--- config.mk ---
export PLATFORM = sky130hd
export DESIGN_NAME = rotxor_block_cbc_decrypt
export DESIGN_NICKNAME = d
export VERILOG_FILES = /design/src/hdl/rxcbc_pkg.sv /design/src/hdl/rotxor_block_cbc_decrypt.sv
export SDC_FILE = /design/constraint.sdc
export NUM_CORES = 2
export LEC_CHECK = 0
export BUFFER_PORTS_ARGS = -buffer_cell sky130_fd_sc_hd__buf_2
export CAP_MARGIN = 10
export CORE_MARGIN = 2
export CORE_UTILIZATION = 45
export CTS_CLUSTER_DIAMETER = 30
export DETAILED_ROUTE_END_ITERATION = 6
export GPL_ROUTABILITY_DRIVEN = 0
export GPL_TIMING_DRIVEN = 0
export MAX_ROUTING_LAYER = met4
export PLACE_DENSITY = 0.69
export RECOVER_POWER = 100
export REMOVE_ABC_BUFFERS = 1
export SLEW_MARGIN = 40
export SYNTH_ARGS = -nofsm -noshare
export SYNTH_HDL_FRONTEND = slang
export SYNTH_SLANG_ARGS = --single-unit
--- constraint.sdc ---
create_clock -name clk -period 60.7 [get_ports clk]
set_input_delay 0 -clock clk [delete_from_list [all_inputs] [get_ports clk]]
set_output_delay 0 -clock clk [all_outputs]
set_load 0.05 [all_outputs]
--- src/hdl/rxcbc_pkg.sv ---
// ----------------------------------------------------------------------------
// rxcbc_pkg
// Shared constants and the single-round unscramble function for the
// rotate/xor chained block decryptor.
// ----------------------------------------------------------------------------
package rxcbc_pkg;

  localparam int BLK_W   = 64;
  localparam int BYTE_W  = 8;
  localparam int NBYTES  = BLK_W / BYTE_W;
  localparam int CFG_IDX_W = 2;
  localparam int ROT_AMT = 3;

  // configuration register indexes
  localparam logic [CFG_IDX_W-1:0] CFG_DECRYPT_ENABLE = 2'd0;
  localparam logic [CFG_IDX_W-1:0] CFG_CIPHER_KEY     = 2'd1;
  localparam logic [CFG_IDX_W-1:0] CFG_DIGEST_FOLD    = 2'd2;

  typedef logic [BLK_W-1:0]  blk_t;
  typedef logic [BYTE_W-1:0] byte_t;

  // one unscramble round; key_ofs is the round number mod 8
  function automatic blk_t rxcbc_round(input blk_t b, input blk_t key,
                                       input logic [2:0] key_ofs);
    byte_t      v [NBYTES];
    byte_t      x;
    logic [2:0] ki;
    logic [2:0] lower;
    blk_t       res;
    for (int i = 0; i < NBYTES; i++) begin
      v[i] = b[i*BYTE_W +: BYTE_W];
    end
    // bytes go from 7 down to 0, byte 0 sees the updated byte 7
    for (int i = NBYTES - 1; i >= 0; i--) begin
      lower = 3'(i) - 3'd1;
      x     = v[i] ^ v[lower];
      x     = {x[ROT_AMT-1:0], x[BYTE_W-1:ROT_AMT]};
      ki    = 3'(i) + key_ofs;
      x     = x ^ key[{ki, 3'b000} +: BYTE_W];
      v[i]  = x;
    end
    for (int i = 0; i < NBYTES; i++) begin
      res[i*BYTE_W +: BYTE_W] = v[i];
    end
    return res;
  endfunction

endpackage

--- src/hdl/rotxor_block_cbc_decrypt.sv ---
// ----------------------------------------------------------------------------
// rotxor_block_cbc_decrypt
// Chained rotate/xor decryption of 64-bit words, one round per pipeline stage.
// ----------------------------------------------------------------------------
// A word is taken in every cycle while the output side keeps up. The pipe is
// an input register, one register stage per round (ROUNDS stages) and an
// output register, through which each word passes in that order. The
// chain value is updated when the word is taken, since it only needs the
// ciphertext; the whole pipe holds when a finished word is not taken at the
// output. Configuration may only be written while the pipe is empty.
module rotxor_block_cbc_decrypt #(
  parameter int ROUNDS = 6
) (
  input  logic                             clk,
  input  logic                             rst_n,
  input  logic                             cfg_wr_en,
  input  logic [rxcbc_pkg::CFG_IDX_W-1:0]  cfg_index,
  input  logic [rxcbc_pkg::BLK_W-1:0]      cfg_wr_data,
  input  logic                             in_valid,
  output logic                             in_ready,
  input  logic [rxcbc_pkg::BLK_W-1:0]      in_cipher_block,
  input  logic                             in_first_block,
  input  logic                             in_whole_block,
  output logic                             out_valid,
  input  logic                             out_ready,
  output logic [rxcbc_pkg::BLK_W-1:0]      out_plain_block
);
  import rxcbc_pkg::*;

  logic en_r;
  blk_t key_r;
  blk_t fold_r;
  blk_t chain_r;
  blk_t chain_nxt;
  blk_t cv_use;
  logic pass_nxt;
  logic adv;
  logic in_fire;

  // stage 0 is the input register, stage k holds the word after k rounds
  logic s_vld_r  [ROUNDS+1];
  logic s_pass_r [ROUNDS+1];
  blk_t s_data_r [ROUNDS+1];
  blk_t s_blk_r  [ROUNDS+1];
  blk_t s_cv_r   [ROUNDS+1];
  blk_t rnd_nxt  [1:ROUNDS];

  logic out_valid_r;
  blk_t out_plain_r;
  blk_t out_plain_nxt;

  assign adv      = out_ready || !out_valid_r;
  assign in_ready = adv;
  assign in_fire  = in_valid && in_ready;

  always_ff @(posedge clk) begin
    if (!rst_n) begin
      en_r   <= 1'b0;
      key_r  <= '0;
      fold_r <= '0;
    end else if (cfg_wr_en) begin
      unique case (cfg_index)
        CFG_DECRYPT_ENABLE: en_r   <= cfg_wr_data[0];
        CFG_CIPHER_KEY:     key_r  <= cfg_wr_data;
        CFG_DIGEST_FOLD:    fold_r <= cfg_wr_data;
        default: ;
      endcase
    end
  end

  // chain bookkeeping at intake
  always_comb begin
    cv_use    = in_first_block ? (key_r ^ fold_r) : chain_r;
    pass_nxt  = !(en_r && in_whole_block);
    chain_nxt = pass_nxt ? cv_use : in_cipher_block;
  end

  always_ff @(posedge clk) begin
    if (!rst_n) begin
      chain_r <= '0;
    end else if (in_fire) begin
      chain_r <= chain_nxt;
    end
  end

  always_ff @(posedge clk) begin
    if (!rst_n) begin
      s_vld_r[0] <= 1'b0;
    end else if (adv) begin
      s_vld_r[0] <= in_valid;
    end
  end

  always_ff @(posedge clk) begin
    if (adv) begin
      s_pass_r[0] <= pass_nxt;
      s_data_r[0] <= in_cipher_block;
      s_blk_r[0]  <= in_cipher_block;
      s_cv_r[0]   <= cv_use;
    end
  end

  for (genvar k = 1; k <= ROUNDS; k++) begin : g_round
    localparam logic [2:0] KOFS = 3'((ROUNDS - k) % NBYTES);

    assign rnd_nxt[k] = rxcbc_round(s_data_r[k-1], key_r, KOFS);

    always_ff @(posedge clk) begin
      if (!rst_n) begin
        s_vld_r[k] <= 1'b0;
      end else if (adv) begin
        s_vld_r[k] <= s_vld_r[k-1];
      end
    end

    always_ff @(posedge clk) begin
      if (adv) begin
        s_pass_r[k] <= s_pass_r[k-1];
        s_data_r[k] <= rnd_nxt[k];
        s_blk_r[k]  <= s_blk_r[k-1];
        s_cv_r[k]   <= s_cv_r[k-1];
      end
    end
  end

  assign out_plain_nxt = s_pass_r[ROUNDS] ? s_blk_r[ROUNDS]
                                          : (s_data_r[ROUNDS] ^ s_cv_r[ROUNDS]);

  always_ff @(posedge clk) begin
    if (!rst_n) begin
      out_valid_r <= 1'b0;
    end else if (adv) begin
      out_valid_r <= s_vld_r[ROUNDS];
    end
  end

  always_ff @(posedge clk) begin
    if (adv) begin
      out_plain_r <= out_plain_nxt;
    end
  end

  assign out_valid       = out_valid_r;
  assign out_plain_block = out_plain_r;

  // a decrypted word leaves its ciphertext as the next chain value
  a_chain_adv: assert property (@(posedge clk) disable iff (!rst_n)
    in_fire && en_r && in_whole_block |=> chain_r == $past(in_cipher_block))
    else $error("chain value not advanced to ciphertext");

  // a passed word with a reload leaves the iv as chain value
  a_chain_iv: assert property (@(posedge clk) disable iff (!rst_n)
    in_fire && in_first_block && !(en_r && in_whole_block)
      |=> chain_r == $past(key_r ^ fold_r))
    else $error("chain value not reloaded from iv");

  // passed words leave unchanged
  a_pass_out: assert property (@(posedge clk) disable iff (!rst_n)
    adv && s_vld_r[ROUNDS] && s_pass_r[ROUNDS]
      |=> out_plain_block == $past(s_blk_r[ROUNDS]))
    else $error("pass-through word altered");

  // a stall freezes the last round stage
  a_stall_hold: assert property (@(posedge clk) disable iff (!rst_n)
    !adv |=> s_vld_r[ROUNDS] == $past(s_vld_r[ROUNDS]))
    else $error("round stage moved during stall");

endmodule
==> summary.txt <==
CTS
  – CTS Buffer Depth: 4
  – Clock slew seen by the registers of the worst setup and hold paths: 0.05 ns
  – TritonCTS buffer count: 318
  – Htree depth: 5
  – Clk_lat worst skew: 0.88 ns
  – Setup Fix Bufs, Post-CTS: 0
  – CTS Root Cell: clkbuf_16
  – Sink Count: 1552
  – CTS tree: done

Logic synthesis
  – Netlist cell types: 28
  – Sequential share of the synthesized area: 76.3%
  – Yosys reg bits: 1552
  – Synth Area per Inst: 16.4 um^2
  – Leading area contributor after synthesis: edfxtp_1
  – Largest cells by area after synthesis: edfxtp_1, xnor2_1, dfxtp_1
  – Synth Instances: 3558
  – YS warnings: 0
  – Top cell type's share of synthesized area: 69.7%
  – Synthesized cell area: 0.0585 mm^2

Drt
  – Iteration-0 DRC Markers: 2897
  – Drt pass-1 iters: 5
  – ANT nets after route: 0
  – Met3 wire length: 6.88 mm
  – DRC viols: 0
  – Detailed-route via count: 30800
  – Routed WL: 127 mm
  – Uppermost layer routed: met4
  – Drt wl/cell: 20.5 um
  – Met1 WL: 53.2 mm
  – DR WL met2: 64.4 mm
  – Vias/cell: 4.95

Hold path
  – Hold depth: 3
  – Hold Path End: chain_r[13]$_SDFFE_PN0P_
  – HP Start: rst_n
  – Hold Path Class: primary input to flop

Timing
  – Pins Over Slew Limit: 1686
  – Slew at the pin closest to its max-slew limit: 4.54 ns
  – Sum Neg Setup Slack: 0 ns
  – Final period utilization: 23.6%
  – Crit path time final: 14.32 ns
  – Max Fclk: 69.8 MHz
  – # setup viols final: 0
  – RSZ-0062 raised after global routing: no
  – Final hold viol count: 0
  – Clock skew: 0.0646 ns
  – Slew margin rel.: -203%

Layout
  – Footprint of the multi-input gates: 0.0129 mm^2
  – Area grow syn2layout: 27.1%
  – # fillers: 9665
  – Layout cell share with drive strength beyond 1: 13.7%
  – Register area: 0.0447 mm^2
  – # nets final: 4361

Critical path
  – Reg2Reg Setup Slack: 46.38 ns
  – Critical Path End Type: flop
  – Worst path bufs/invs: 5
  – Delay-heaviest family, CP: buffers and inverters
  – Reg2reg path depth: 6
  – CP max FO: 87
  – Reg2reg start: out_valid$_SDFFE_PN0P_
  – Critical Path, Cell by Cell: nor2b_1 -> clkinvlp_2 -> clkbuf_1 -> clkbuf_1 -> clkbuf_1 -> clkbuf_1
  – Crit path required time: 61.04 ns
  – Crit path kind: flop to flop
  – Max incr delay on CP: 3.13 ns
  – Worst r2r dst: s_cv_r[3][41]$_DFFE_PP_
  – Crit path top cell by count: clkbuf_1
  – Crit start category: flop
  – Worst Path Arrival: 14.66 ns
  – CP max stage cell: clkbuf_1

GRT
  – GRT Residual Overflow: 0
  – Global-route wire length before repair: 189 mm
  – Total GRT Usage: 19.8%
  – Vias in the first global route: 31200
  – Initial antenna violation count: 7
  – Largest net degree at the start of global routing: 99

Floorplan
  – Row cnt: 132
  – Die span in y: 365 um
  – Core Box Area: 0.129 mm^2
  – Die area: 0.133 mm^2
  – DIE WIDTH: 365 um
  – I/O pin cnt: 203
  – Initial Util: 45.2%

Placed design
  – # port buffers: 202
  – Post-DP HPWL: 79.6 mm

Power
  – Power per cell area: 49.8 mW/mm^2
  – Leak pwr: 0.0263 uW
  – Final Power: 3700 uW
  – Worst ir drop on vdd: 0.0343 mV

Run status
  – Failing checks: max-capacitance violations, max-slew violations
  – Status: finished, violations left

Flow run
  – Max-capacitance violation count: 27
==> cell usage after synthesis (all sizes together) <==
master	n
nor2b	2
a211oi	64
o21a	1
nor2	64
nand3b	2
mux2i	1
nor3b	1
buf	133
a21oi	64
o21ai	64
inv	2
and3b	2
xnor2	896
nand3	128
clkbuf	58
and3	6
edfxtp	1357
dfxtp	195
a21boi	129
o221a	64
and2	2
nand2	323
==> sequential cells by signal, summed over array words and instances (netlist names) <==
name,flops
chain_r,64
en_r,1
fold_r,64
key_r,64
out_plain_block,64
out_valid,1
s_blk_r,448
s_cv_r,448
s_data_r,384
s_pass_r,7
s_vld_r,7
==> cell families (layout without fill, tap and decap cells) <==
kind of cell / Yosys count / after routing / share of synthesized area, %
flip-flops: 1552 / 1552 / 76.3
XOR/XNOR: 896 / 896 / 13.4
AND/OR/NAND/NOR: 530 / 530 / 3.78
AO/OA/AOI/OAI: 386 / 386 / 4.82
buffers and inverters: 193 / 1101 / 1.62
multiplexers: 1 / 1 / 0.0171
other: 0 / 9 / 0
==> layout make-up <==
type | count | share of cell area (%)
antenna | 9 | 0.0303
clock buffer | 366 | 11.3
clock inverter | 196 | 2.80
inverter | 2 | 0.0118
multi-input combinational | 1813 | 17.3
sequential | 1552 | 60.0
tap | 1742 | 2.93
timing repair buffer | 537 | 5.56
==> metrics by stage <==
step                      instance area, um^2  worst slack, ns  std cells  util, %  hold slack, ns
after floorplan                         57500            42.50       3367        -          0.0989
after global placement                  60700            36.48       5311     47.0           0.194
after detailed placement                61800            57.76       5366     47.8           0.193
after CTS                               75100            57.04       6208     58.1        0.000323
after global routing                    74400            44.92       6215     57.5          0.0471
final                                   74400            46.38       6217     57.5          0.0618
==> power breakdown <==
| part | switching (uW) | internal [uW] |
|---|---|---|
| registers | 122 | 1400 |
| clock network | 557 | 1120 |
| logic | 236 | 265 |
| total | 916 | 2780 |
==> per-layer routing <==
layer | GRT usage, % | up-vias
met5 | - | -
met4 | 7.13 | 0
met3 | 3.52 | 229
met2 | 32.2 | 989
met1 | 24.8 | 15300
li1 | - | 14300
==> worst reg2reg max path, delay by kind of cell (launching register included) <==
kind / cells / cell delay (ns)
buf+inv: 5 / 13.24
flops: 1 / 0.31
simple gates: 1 / 0.17
==> worst max path at each step <==
stage / start / endpoint / cells past startpoint / slack (ns)
floorplan: out_valid$_SDFFE_PN0P_ / chain_r[0]$_SDFFE_PN0P_ / 4 / 42.50
global placement: out_valid$_SDFFE_PN0P_ / chain_r[42]$_SDFFE_PN0P_ / 4 / 36.48
detailed placement: out_valid$_SDFFE_PN0P_ / chain_r[50]$_SDFFE_PN0P_ / 9 / 57.76
CTS: out_valid$_SDFFE_PN0P_ / in_ready / 7 / 57.04
global route: out_valid$_SDFFE_PN0P_ / s_cv_r[3][41]$_DFFE_PP_ / 6 / 44.92
finish: out_valid$_SDFFE_PN0P_ / s_cv_r[3][41]$_DFFE_PP_ / 6 / 46.38
==> timing repair <==
item / CTS / global route
resized for setup: 0 / 0
hold endpoints to repair: 379 / 0
hold buffers: 280 / 0
==> layout by cell type, fill, tap and decap left out, drive strengths merged, types with 38 or more instances in the layout <==
master,Yosys,routed
a211oi,64,64
a21boi,129,129
a21oi,64,64
buf,133,107
clkbuf,58,516
clkinv,0,91
clkinvlp,0,38
dfxtp,195,195
dlygate4sd3,0,280
edfxtp,1357,1357
inv,2,39
nand2,323,323
nand3,128,128
nor2,64,64
o21ai,64,64
o221a,64,64
xnor2,896,896
(Power assumes the default switching activity.)
